--- src/sv/kvt_pkg.sv ---
// ----------------------------------------------------------------------------
// Key/value table package
// Request and response payload types and request type codes shared by the
// key/value table.
// ----------------------------------------------------------------------------
package kvt_pkg;

  // Request type codes.
  localparam logic REQ_ADD = 1'b0;
  localparam logic REQ_GET = 1'b1;

  // Width of the reported entry count.
  localparam int unsigned EntryCountW = 5;

  typedef struct packed {
    logic               req_type;
    logic signed [31:0] key;
    logic signed [31:0] value;
  } kvt_req_t;

  typedef struct packed {
    logic signed [31:0]      read_value;
    logic                    found;
    logic [EntryCountW-1:0]  entry_count;
    logic                    dropped_full;
  } kvt_rsp_t;

endpackage

--- src/sv/key_value_table.sv ---
// ----------------------------------------------------------------------------
// Key/value table
// Bounded associative table of signed 32-bit keys and values with unique keys.
// ----------------------------------------------------------------------------
// Usage: a request on in_req_i is taken when in_valid_i is high and in_stall_o
// is low. An add request (REQ_ADD) updates the value of a stored key or
// appends a new entry; a get request (REQ_GET) returns the stored value, or
// zero when the key is absent. Each request gives exactly one response on
// out_rsp_o with out_valid_o, held until a cycle in which out_stall_i is low.
// A single comparator walks the stored entries one per cycle from the key
// memory. Once the response is taken the block is idle and takes the next
// request at the following edge. The block handles one request at a time:
// in_stall_o stays high from acceptance until the response has been taken.
// While the receiver stalls, the response and all table state hold. Reset
// empties the table at once; no clearing pass is needed because only
// entries below the fill count are ever read. An add of a new key to a full
// table is dropped and flagged.
// ----------------------------------------------------------------------------
module key_value_table #(
  parameter int unsigned TABLE_DEPTH = 16
) (
  input  logic              clk_i,
  input  logic              rst_ni,
  input  logic              in_valid_i,
  output logic              in_stall_o,
  input  kvt_pkg::kvt_req_t in_req_i,
  output logic              out_valid_o,
  input  logic              out_stall_i,
  output kvt_pkg::kvt_rsp_t out_rsp_o
);

  import kvt_pkg::*;

  localparam int unsigned AddrW  = (TABLE_DEPTH > 1) ? $clog2(TABLE_DEPTH) : 1;
  localparam int unsigned CountW = $clog2(TABLE_DEPTH + 1);
  localparam logic [CountW-1:0] DepthVal = CountW'(TABLE_DEPTH);

  typedef enum logic [3:0] {
    ST_IDLE = 4'b0001,
    ST_SCAN = 4'b0010,
    ST_ACT  = 4'b0100,
    ST_OUT  = 4'b1000
  } state_e;

  state_e state_q, state_d;

  logic [31:0] key_mem [TABLE_DEPTH];
  logic [31:0] val_mem [TABLE_DEPTH];

  kvt_req_t          req_q;
  logic [CountW-1:0] fill_q, fill_d;
  logic [CountW-1:0] scan_idx_q, scan_idx_d;
  logic [CountW-1:0] cmp_idx_q;
  logic              cmp_vld_q, cmp_vld_d;
  logic [31:0]       key_rd_q;
  logic [31:0]       val_rd_q;
  logic [AddrW-1:0]  slot_q, slot_d;
  logic              hit_q, hit_d;
  logic              drop_q, drop_d;

  logic in_acc;
  logic key_match;
  logic scan_more;
  logic is_get;
  logic has_room;

  assign in_stall_o  = (state_q != ST_IDLE);
  assign in_acc      = in_valid_i && (state_q == ST_IDLE);
  assign out_valid_o = (state_q == ST_OUT);

  // The one comparator, shared by every step of the scan.
  assign key_match = cmp_vld_q && (key_rd_q == 32'(req_q.key));
  assign scan_more = (scan_idx_q < fill_q);
  assign is_get    = (req_q.req_type == REQ_GET);
  assign has_room  = (fill_q < DepthVal);

  always_comb begin
    state_d    = state_q;
    fill_d     = fill_q;
    scan_idx_d = scan_idx_q;
    cmp_vld_d  = 1'b0;
    slot_d     = slot_q;
    hit_d      = hit_q;
    drop_d     = drop_q;
    case (state_q)
      ST_IDLE: begin
        if (in_valid_i) begin
          scan_idx_d = '0;
          hit_d      = 1'b0;
          drop_d     = 1'b0;
          state_d    = (fill_q == '0) ? ST_ACT : ST_SCAN;
        end
      end
      ST_SCAN: begin
        cmp_vld_d  = scan_more;
        scan_idx_d = scan_idx_q + 1'b1;
        if (key_match) begin
          hit_d   = 1'b1;
          slot_d  = cmp_idx_q[AddrW-1:0];
          state_d = ST_ACT;
        end else if (cmp_vld_q && !scan_more) begin
          state_d = ST_ACT;
        end
      end
      ST_ACT: begin
        if (!is_get && !hit_q) begin
          if (has_room) begin
            fill_d = fill_q + 1'b1;
          end else begin
            drop_d = 1'b1;
          end
        end
        state_d = ST_OUT;
      end
      ST_OUT: begin
        if (!out_stall_i) begin
          state_d = ST_IDLE;
        end
      end
      default: begin
        state_d = ST_IDLE;
      end
    endcase
  end

  always_ff @(posedge clk_i or negedge rst_ni) begin
    if (!rst_ni) begin
      state_q    <= ST_IDLE;
      fill_q     <= '0;
      scan_idx_q <= '0;
      cmp_vld_q  <= 1'b0;
      hit_q      <= 1'b0;
      drop_q     <= 1'b0;
    end else begin
      state_q    <= state_d;
      fill_q     <= fill_d;
      scan_idx_q <= scan_idx_d;
      cmp_vld_q  <= cmp_vld_d;
      hit_q      <= hit_d;
      drop_q     <= drop_d;
    end
  end

  always_ff @(posedge clk_i) begin
    if (in_acc) begin
      req_q <= in_req_i;
    end
    slot_q    <= slot_d;
    cmp_idx_q <= scan_idx_q;
  end

  // Key memory: one read per scan step, written on an insert.
  always_ff @(posedge clk_i) begin
    if ((state_q == ST_SCAN) && scan_more) begin
      key_rd_q <= key_mem[scan_idx_q[AddrW-1:0]];
    end
    if ((state_q == ST_ACT) && !is_get && !hit_q && has_room) begin
      key_mem[fill_q[AddrW-1:0]] <= 32'(req_q.key);
    end
  end

  // Value memory: read on a get hit, written on an update or an insert.
  always_ff @(posedge clk_i) begin
    if (state_q == ST_ACT) begin
      if (is_get) begin
        if (hit_q) begin
          val_rd_q <= val_mem[slot_q];
        end
      end else if (hit_q) begin
        val_mem[slot_q] <= 32'(req_q.value);
      end else if (has_room) begin
        val_mem[fill_q[AddrW-1:0]] <= 32'(req_q.value);
      end
    end
  end

  always_comb begin
    out_rsp_o.read_value   = (is_get && hit_q) ? $signed(val_rd_q) : 32'sd0;
    out_rsp_o.found        = hit_q;
    out_rsp_o.entry_count  = EntryCountW'(fill_q);
    out_rsp_o.dropped_full = drop_q;
  end

  // The table never holds more entries than it has room for.
  a_fill_bound: assert property (@(posedge clk_i) disable iff (!rst_ni)
    fill_q <= DepthVal)
    else $error("fill count exceeds table depth");

  // The fill count only grows, and by one at a time.
  a_fill_step: assert property (@(posedge clk_i) disable iff (!rst_ni)
    (fill_q != $past(fill_q)) |-> (fill_q == $past(fill_q) + 1'b1))
    else $error("fill count changed by other than one");

  // A dropped request never reports a hit and is never a get.
  a_drop_excl: assert property (@(posedge clk_i) disable iff (!rst_ni)
    (out_valid_o && out_rsp_o.dropped_full) |->
      (!out_rsp_o.found && (req_q.req_type == REQ_ADD)))
    else $error("dropped flag on a hit or a get");

  // No new request is taken while a response is pending.
  a_one_at_a_time: assert property (@(posedge clk_i) disable iff (!rst_ni)
    out_valid_o |-> in_stall_o)
    else $error("request accepted while a response is pending");

endmodule

--- config.mk ---
export PLATFORM = sky130hd
export DESIGN_NAME = key_value_table
export DESIGN_NICKNAME = d
export VERILOG_FILES = /design/src/sv/kvt_pkg.sv /design/src/sv/key_value_table.sv
export SDC_FILE = /design/constraint.sdc
export NUM_CORES = 1
export LEC_CHECK = 0
export ABC_AREA = 1
export BUFFER_PORTS_ARGS = -buffer_cell sky130_fd_sc_hd__buf_4
export CORE_MARGIN = 4
export CORE_UTILIZATION = 55
export CTS_CLUSTER_SIZE = 10
export DETAILED_ROUTE_END_ITERATION = 12
export GPL_ROUTABILITY_DRIVEN = 1
export PLACE_DENSITY = 0.74
export SKIP_CTS_REPAIR_TIMING = 1
export SLEW_MARGIN = 0
export SYNTH_ARGS = -nofsm -noshare
export SYNTH_HDL_FRONTEND = slang
export SYNTH_SLANG_ARGS = --single-unit
--- constraint.sdc ---
create_clock -name clk_i -period 4.3 [get_ports clk_i]
set_input_delay 0.86 -clock clk_i [delete_from_list [all_inputs] [get_ports clk_i]]
set_output_delay 0.86 -clock clk_i [all_outputs]
set_load 0.01 [all_outputs]
==> results.py, run 1 <==
metrics = {
    "clock_network": {
        "clk_path_buf_depth": 3,
        "cts_root_buf": "sky130_fd_sc_hd__clkbuf_16",
        "clock-sinks": 1178,
        "cts-buffers-inserted": 137,
        "clk_pin_slew_ns": 0.06,
        "clock_insertion_delay_worst_skew_ns": 0.74,
        "cts_tree": "done",
        "cts_htree_levels": 4,
    },
    "finish": {
        "syn2layout_area_growth_pct": 13.4,
        "final_layout_size_suffix_gt1_share_pct": 12.0,
        "antennaDiodeCount": 0,
        "fillCellCount": 5766,
        "finish.net_count": 3489,
    },
    "grt": {
        "grt_overflow": 0,
        "number_of_global_route_vias_before_repair": 27462,
        "grt_max_degree": 257,
        "met2_usage_pct": 41.7,
        "met1_usage_pct": 32.9,
        "grt-busiest-layer": "met2",
        "met3_usage_pct": 4.19,
        "grt_first_pass_wirelength_um": 165000,
        "initial_antenna_violation_count": 0,
        "gr-usage-all-layers_pct": 24.9,
    },
    "drt": {
        "route.detailed.vias_per_inst": 6.19,
        "routed_antenna_nets": 0,
        "wl_um": 110000,
        "routed_wire_length_per_instance_um": 24.3,
        "drt_drc_violations_left": 0,
        "detailedRoute.firstIterationViolations": 3348,
        "vias": 27997,
        "drtPass1Iterations": 6,
    },
    "die": {
        "floorplan.initialDensity_pct": 55.6,
        "core_sq_mm": 0.0821,
        "row_count": 105,
        "chipHeight_um": 296,
        "fp.dieArea_sq_mm": 0.0876,
        "io_pins": 110,
        "die_w_um": 296,
    },
    "timing": {
        "fin_clk_skew_ns": 0.0484,
        "timing.final.crit_share_pct": 76.3,
        "holdWs_ns": 0.297,
        "count_of_final_setup_violators": 0,
        "max_freq_mhz": 305,
        "timing_hold_violations_final": 0,
        "pins_over_their_slew_limit": 0,
        "fin_tns_setup_ns": 0,
        "finalWorstPathRequiredPeriod_ns": 3.28,
        "slew_headroom_pct": 11.8,
        "grt_setup_unrepaired": "no",
        "worst_pin_slew_ns": 1.32,
        "timing.final.ws_setup_ns": 1.02,
    },
    "power_and_ir_drop": {
        "power.total_mw": 27.2,
        "power_density_mw_per_mm2": 527,
        "total_leakage_power_nw": 17.3,
        "maximum_vdd_drop_mv": 0.413,
    },
    "yosys": {
        "syn_avg_cell_area_sq_um": 13.9,
        "compound_gate_fraction_of_synth_area_pct": 10.5,
        "yosys_warnings": 0,
        "post_synth_xor_area_fraction_pct": 0.230,
        "number_of_enable_flip_flop_cells_after_synthesis": 1157,
        "postSynth.asyncResetShare_pct": 1.44,
        "ys_seq_elements": 1178,
        "synthesis.nets": 3369,
        "synth_top_family_by_area": "compound AO/OA/AOI/OAI gates",
        "yosys.cell_types.count": 48,
        "synth_cells": 3291,
        "syn_area_sq_mm": 0.0456,
        "yosys_most_used_dff": "sky130_fd_sc_hd__edfxtp_1",
        "synth_sequential_area_ratio_pct": 77.3,
        "synth_simple_gate_area_share_pct": 8.82,
        "synth.mux.area_fraction_pct": 0.0219,
        "yosys.area_share.adder_pct": 0.247,
    },
    "setup_path": {
        "timing.critical_path.to_type": "flop",
        "crit_fanout": 26,
        "cp.required_ns": 4.88,
        "worstSetupPathType": "flop to flop",
        "arrival_ns": 3.86,
        "critPathLaunchType": "flop",
        "crit-reg2reg-launch": "scan_idx_q[2]",
        "worst_setup_path_startpoint": "scan_idx_q[2]",
    },
    "placed_design": {
        "portBuffers": 109,
        "dp_hpwl_um": 58200,
        "pre_cts_slack_ns": 1.15,
        "finalWeightedCongestion": 0.862,
    },
    "outcome": {
        "result_of_the_run": "finished clean",
    },
    "hold_path": {
        "hp-class": "input pin to flop",
        "min_from": "in_req_i[14]",
    },
    "flow_run": {
        "timing.max_cap.violations": 0,
    },
}
==> layer usage <==
layer	vias up	wire, um
met5	-	0
met4	0	4090
met3	273	9070
met2	1482	54600
met1	13750	41900
li1	12492	-
==> cell families after synthesis <==
kind of cell | count (synthesis)
buf+inv | 319
simple gates | 982
mux | 1
xor+xnor | 12
fa+ha+maj | 9
compound gates | 790
flops | 1178
==> power breakdown <==
part	switching (mW)	internal (mW)	total, mW
logic	2.05	0.788	2.83
clock network	4.39	5.92	10.3
registers	0.604	13.5	14.1
total	7.04	20.2	27.2
==> layout by cell type (no fill, tap or decap), drive strengths merged, types with 3 or more instances in the layout <==
master     n
o21ai    437
nor3      13
xor2       3
o221ai   123
nand3     96
a221oi    39
or2        6
xnor2      9
o22ai     72
nand2    349
ha         9
clkinv    16
nor2     474
buf      186
inv      114
nand4     38
nand3b     3
o211ai    31
dfrtp     16
a21oi     84
clkbuf   162
edfxtp  1157
dfxtp      4
==> Yosys cell counts, types with 21 or more instances <==
master / instances / area (sq um)
sky130_fd_sc_hd__edfxtp_1: 1157 / 34700
sky130_fd_sc_hd__nor2_1: 473 / 1780
sky130_fd_sc_hd__o21ai_0: 414 / 2070
sky130_fd_sc_hd__nand2_1: 346 / 1300
sky130_fd_sc_hd__clkbuf_1: 130 / 488
sky130_fd_sc_hd__o221ai_1: 123 / 1080
sky130_fd_sc_hd__inv_1: 104 / 390
sky130_fd_sc_hd__nand3_1: 95 / 475
sky130_fd_sc_hd__a21oi_1: 81 / 405
sky130_fd_sc_hd__o22ai_1: 72 / 450
sky130_fd_sc_hd__buf_2: 56 / 280
sky130_fd_sc_hd__a221oi_1: 39 / 342
sky130_fd_sc_hd__nand4_1: 37 / 231
sky130_fd_sc_hd__o211ai_1: 31 / 233
sky130_fd_sc_hd__o21ai_1: 21 / 105
==> worst paths after layout <==
path / end / slack, ns / depth (start not counted)
setup / recovery: key_rd_q[30] / 1.02 / 5
hold / removal: req_q[14] / 0.30 / 1
max in group asynchronous: state_q[0] / 3.44 / 2
hold reg to reg: slot_q[0] / 0.37 / 0
setup reg to reg: key_rd_q[30] / 1.02 / 5
min in group asynchronous: state_q[3] / 0.60 / 2
==> through the flow <==
step	util [%]	std cells	instance area [sq um]
detailed placement	58.2	4341	47800
CTS	63.0	4521	51700
floorplan	-	3291	45600
global route	63.0	4522	51700
global placement	58.2	4341	47800
finish	63.0	4522	51700
==> registers in the layout (all words and copies together) (netlist names) <==
signal,flops
key_mem,512
val_mem,512
req_q,64
key_rd_q,32
val_rd_q,32
fill_q,5
scan_idx_q,5
cmp_idx_q,4
slot_q,4
state_q,4
cmp_vld_q,1
drop_q,1
hit_q,1
is_get,1
==> area by class of cell <==
| cell class | instances | area (sq um) | share of cell area [%] |
|---|---|---|---|
| sequential | 1178 | 35300 | 68.2 |
| multi-input combinational | 1794 | 9300 | 18.0 |
| clock buffer | 162 | 3530 | 6.83 |
| timing repair buffer | 187 | 1460 | 2.82 |
| tap | 1070 | 1340 | 2.59 |
| inverter | 113 | 435 | 0.842 |
| clock inverter | 18 | 405 | 0.784 |
==> critical path, cell delays in order (launching register included) <==
cell and delay (ns):
sky130_fd_sc_hd__dfrtp_2 0.64, sky130_fd_sc_hd__nand2_2 0.55, sky130_fd_sc_hd__clkinv_1 1.07, sky130_fd_sc_hd__a221oi_1 0.62, sky130_fd_sc_hd__o21ai_0 0.15, sky130_fd_sc_hd__nand2_1 0.10
Note: power is estimated with default switching activity, not from simulation.
==> run 2: changes to the inputs <==
Settings changed: ABC_AREA 1 to 0.
Clock period 4.3 ns to 2.7 ns, I/O delays scaled along.
==> run 2 against run 1 <==
- final area rose by 2.4%
- flip-flop and latch count unchanged
- worst hold slack lost 0.27 ns
- synthesized cell count down 39%
- first-iteration DRC count shrank 16%
- via count is 20% lower
- critical path depth rose by 2
- critical endpoint is now slot_q[3]
==> results.py, run 2 <==
metrics = {
    "outcome": {
        "result_of_the_run": "finished clean",
    },
    "power_and_ir_drop": {
        "net_switching_power_mw": 10.5,
        "power_report.internal_total_mw": 32.7,
        "relative_contribution_of_sequential_cells_to_total_power_pct": 51.8,
        "total_leakage_power_nw": 17.0,
        "power_frac_comb_pct": 10.4,
        "maximum_vdd_drop_mv": 0.699,
        "power.clock.fraction_pct": 37.8,
        "power_density_mw_per_mm2": 815,
        "swShare_pct": 24.3,
        "power.total_mw": 43.2,
    },
    "yosys": {
        "top_area_cells_in_the_synthesized_netlist": "sky130_fd_sc_hd__edfxtp_1, sky130_fd_sc_hd__mux4_2, sky130_fd_sc_hd__mux2i_1",
        "synth_cells": 2019,
        "postSynth.asyncResetShare_pct": 1.44,
        "synthesis.nets": 2097,
        "yosys_warnings": 0,
        "syn_area_sq_mm": 0.0445,
        "post-synth-top-area-fraction_pct": 78.1,
        "synth_sequential_area_ratio_pct": 79.2,
        "number_of_enable_flip_flop_cells_after_synthesis": 1157,
        "yosys.cell_types.count": 43,
        "ys_seq_elements": 1178,
        "post-synth-top-count-cell": "sky130_fd_sc_hd__edfxtp_1",
        "syn_avg_cell_area_sq_um": 22.0,
        "yosys_most_used_dff": "sky130_fd_sc_hd__edfxtp_1",
        "yosys.area.top_type": "sky130_fd_sc_hd__edfxtp_1",
        "ys_top_cells_by_count": "sky130_fd_sc_hd__edfxtp_1, sky130_fd_sc_hd__mux4_2, sky130_fd_sc_hd__mux2i_1",
    },
    "grt": {
        "gr-usage-all-layers_pct": 24.5,
        "initial_antenna_violation_count": 2,
        "grt_overflow": 0,
        "number_of_global_route_vias_before_repair": 22674,
        "grt_first_pass_wirelength_um": 153000,
        "grt_max_degree": 47,
    },
    "setup_path": {
        "worst_setup_path_startpoint": "req_q[34]",
        "crit-reg2reg-launch": "req_q[34]",
        "cpMaxStageDelayCell": "sky130_fd_sc_hd__edfxtp_1",
        "crit_fanout": 4,
        "critical_path.cell_chain": "xnor2_1 > buf_4 > nand4_1 > nor4_2 > buf_4 > nand4_1 > inv_1",
        "cp_slowest_stage_delay_ns": 0.52,
        "timing.critical_path.to_type": "flop",
        "critPathLaunchType": "flop",
        "worstSetupPathType": "flop to flop",
        "cp.required_ns": 3.10,
        "arrival_ns": 3.04,
    },
    "placed_design": {
        "dpl.cell_count": 3232,
        "dp_hpwl_um": 60300,
        "finalWeightedCongestion": 0.803,
        "post_dp_cell_area_sq_mm": 0.0484,
        "portBuffers": 109,
    },
    "clock_network": {
        "cts_tree": "done",
        "cts-buffers-inserted": 136,
        "clock_insertion_delay_worst_skew_ns": 0.74,
        "clk_path_buf_depth": 3,
        "cts_htree_levels": 4,
        "clock-sinks": 1178,
        "cts_root_buf": "sky130_fd_sc_hd__clkbuf_16",
        "clk_pin_slew_ns": 0.05,
    },
    "timing": {
        "timing.final.crit_share_pct": 97.6,
        "max_freq_mhz": 379,
        "worst_pin_slew_ns": 0.806,
        "grt_setup_unrepaired": "no",
        "count_of_final_setup_violators": 0,
        "fin_clk_skew_ns": 0.0440,
        "slew_headroom_pct": 46.2,
        "pins_over_their_slew_limit": 0,
        "timing_hold_violations_final": 0,
        "finalWorstPathRequiredPeriod_ns": 2.64,
    },
    "finish": {
        "most_frequent_standard_cell_in_the_layout_excluding_fill_and_tap_cells": "sky130_fd_sc_hd__edfxtp_1",
        "final_layout_size_suffix_gt1_share_pct": 28.7,
        "finish.net_count": 2447,
        "most-common-layout-cells": "sky130_fd_sc_hd__edfxtp_1, sky130_fd_sc_hd__mux4_2, sky130_fd_sc_hd__buf_4",
        "finish.instance_area_sq_mm": 0.0530,
        "instances_no_fill": 3475,
        "fillCellCount": 4911,
        "syn2layout_area_growth_pct": 19.0,
    },
    "drt": {
        "route.detailed.vias_per_inst": 6.41,
        "drt_drc_violations_left": 0,
        "vias": 22277,
        "routed_wire_length_per_instance_um": 29.9,
        "detailedRoute.firstIterationViolations": 2798,
        "wl_um": 104000,
        "routed_antenna_nets": 0,
        "drtPass1Iterations": 5,
    },
    "die": {
        "chipHeight_um": 292,
        "fp.dieArea_sq_mm": 0.0855,
        "die_w_um": 292,
        "core_sq_mm": 0.0804,
        "io_pins": 110,
        "row_count": 104,
        "floorplan.initialDensity_pct": 55.3,
    },
    "hold_path": {
        "min_from": "in_req_i[5]",
        "hp-class": "input pin to flop",
    },
    "flow_run": {
        "timing.max_cap.violations": 0,
    },
}
run 2: cell count changes after synthesis, sizes merged, moves of 32 or more:
cell	previous run	this run
mux2i	1	130
o22ai	72	0
inv	109	11
a22oi	0	32
a21oi	84	7
o221ai	123	0
nor2	474	36
nand2	349	55
o21ai	437	44
mux4	0	224
clkbuf	131	56
nand3	96	6
run 2: final cells by class:
class	count	area (sq um)	share of cell area, %
sequential	1178	35300	66.6
multi-input combinational	722	9050	17.1
clock buffer	167	3520	6.64
timing repair buffer	319	3370	6.37
tap	1060	1330	2.50
clock inverter	16	397	0.749
inverter	12	47.5	0.0898
antenna	1	2.50	0.00472
run 2: metal layers:
metal / GRT usage [%] / share of wire [%] / vias up
met3: 5.51 / 9.6 / 183
met4: 7.29 / 2.5 / 2
met1: 34.3 / 38 / 11644
met2: 39.5 / 50 / 1308
li1: - / - / 9140
met5: 0 / 0.012 / -
run 2: cells by family after synthesis:
family	after synthesis	synth area share, %
flip-flops	1178	79.2
buffers and inverters	119	1.13
AO/OA/AOI/OAI	156	2.52
multiplexers	355	14.3
XOR/XNOR	36	0.708
adder cells (fa/ha/maj)	9	0.253
AND/OR/NAND/NOR	166	1.89
run 2: final timing paths:
path,slack [ns],cells after the start,endpoint
min reg2reg,0.41,0,slot_q[2]
min,0.03,1,req_q[5]
max in group asynchronous,2.08,2,state_q[0]
max reg2reg,0.06,7,slot_q[3]
min in group asynchronous,0.35,2,drop_q
max,0.06,7,slot_q[3]
run 2: stage by stage:
| step | setup slack, ns | setup TNS [ns] | hold WS [ns] | util [%] |
|---|---|---|---|---|
| global route | 0.00298 | 0 | -0.00335 | 65.9 |
| CTS | -0.0710 | -0.0710 | -0.360 | 65.1 |
| floorplan | -0.340 | -229.67 | 0.244 | - |
| finish | 0.0636 | 0 | 0.0305 | 65.9 |
| global placement | 0.0982 | 0 | 0.390 | 60.2 |
| detailed placement | 0.0781 | 0 | 0.393 | 60.2 |
run 2: power by group through the flow:
stage	Sequential, mW	Clock (mW)	Combinational, mW
after CTS	22.3	16.6	4.41
after global routing	22.4	17.4	4.79
after global placement	22.6	0	4.23
after detailed placement	22.7	0	4.36
after floorplan	22.4	0	2.70
final	22.3	16.3	4.48
run 2: critical path: cells and delay by family, from the launching register on:
family                 cells  cell delay (ns)
buffers and inverters      3             0.58
AND/OR/NAND/NOR            3             0.88
XOR/XNOR                   1             0.32
flip-flops                 1             0.52
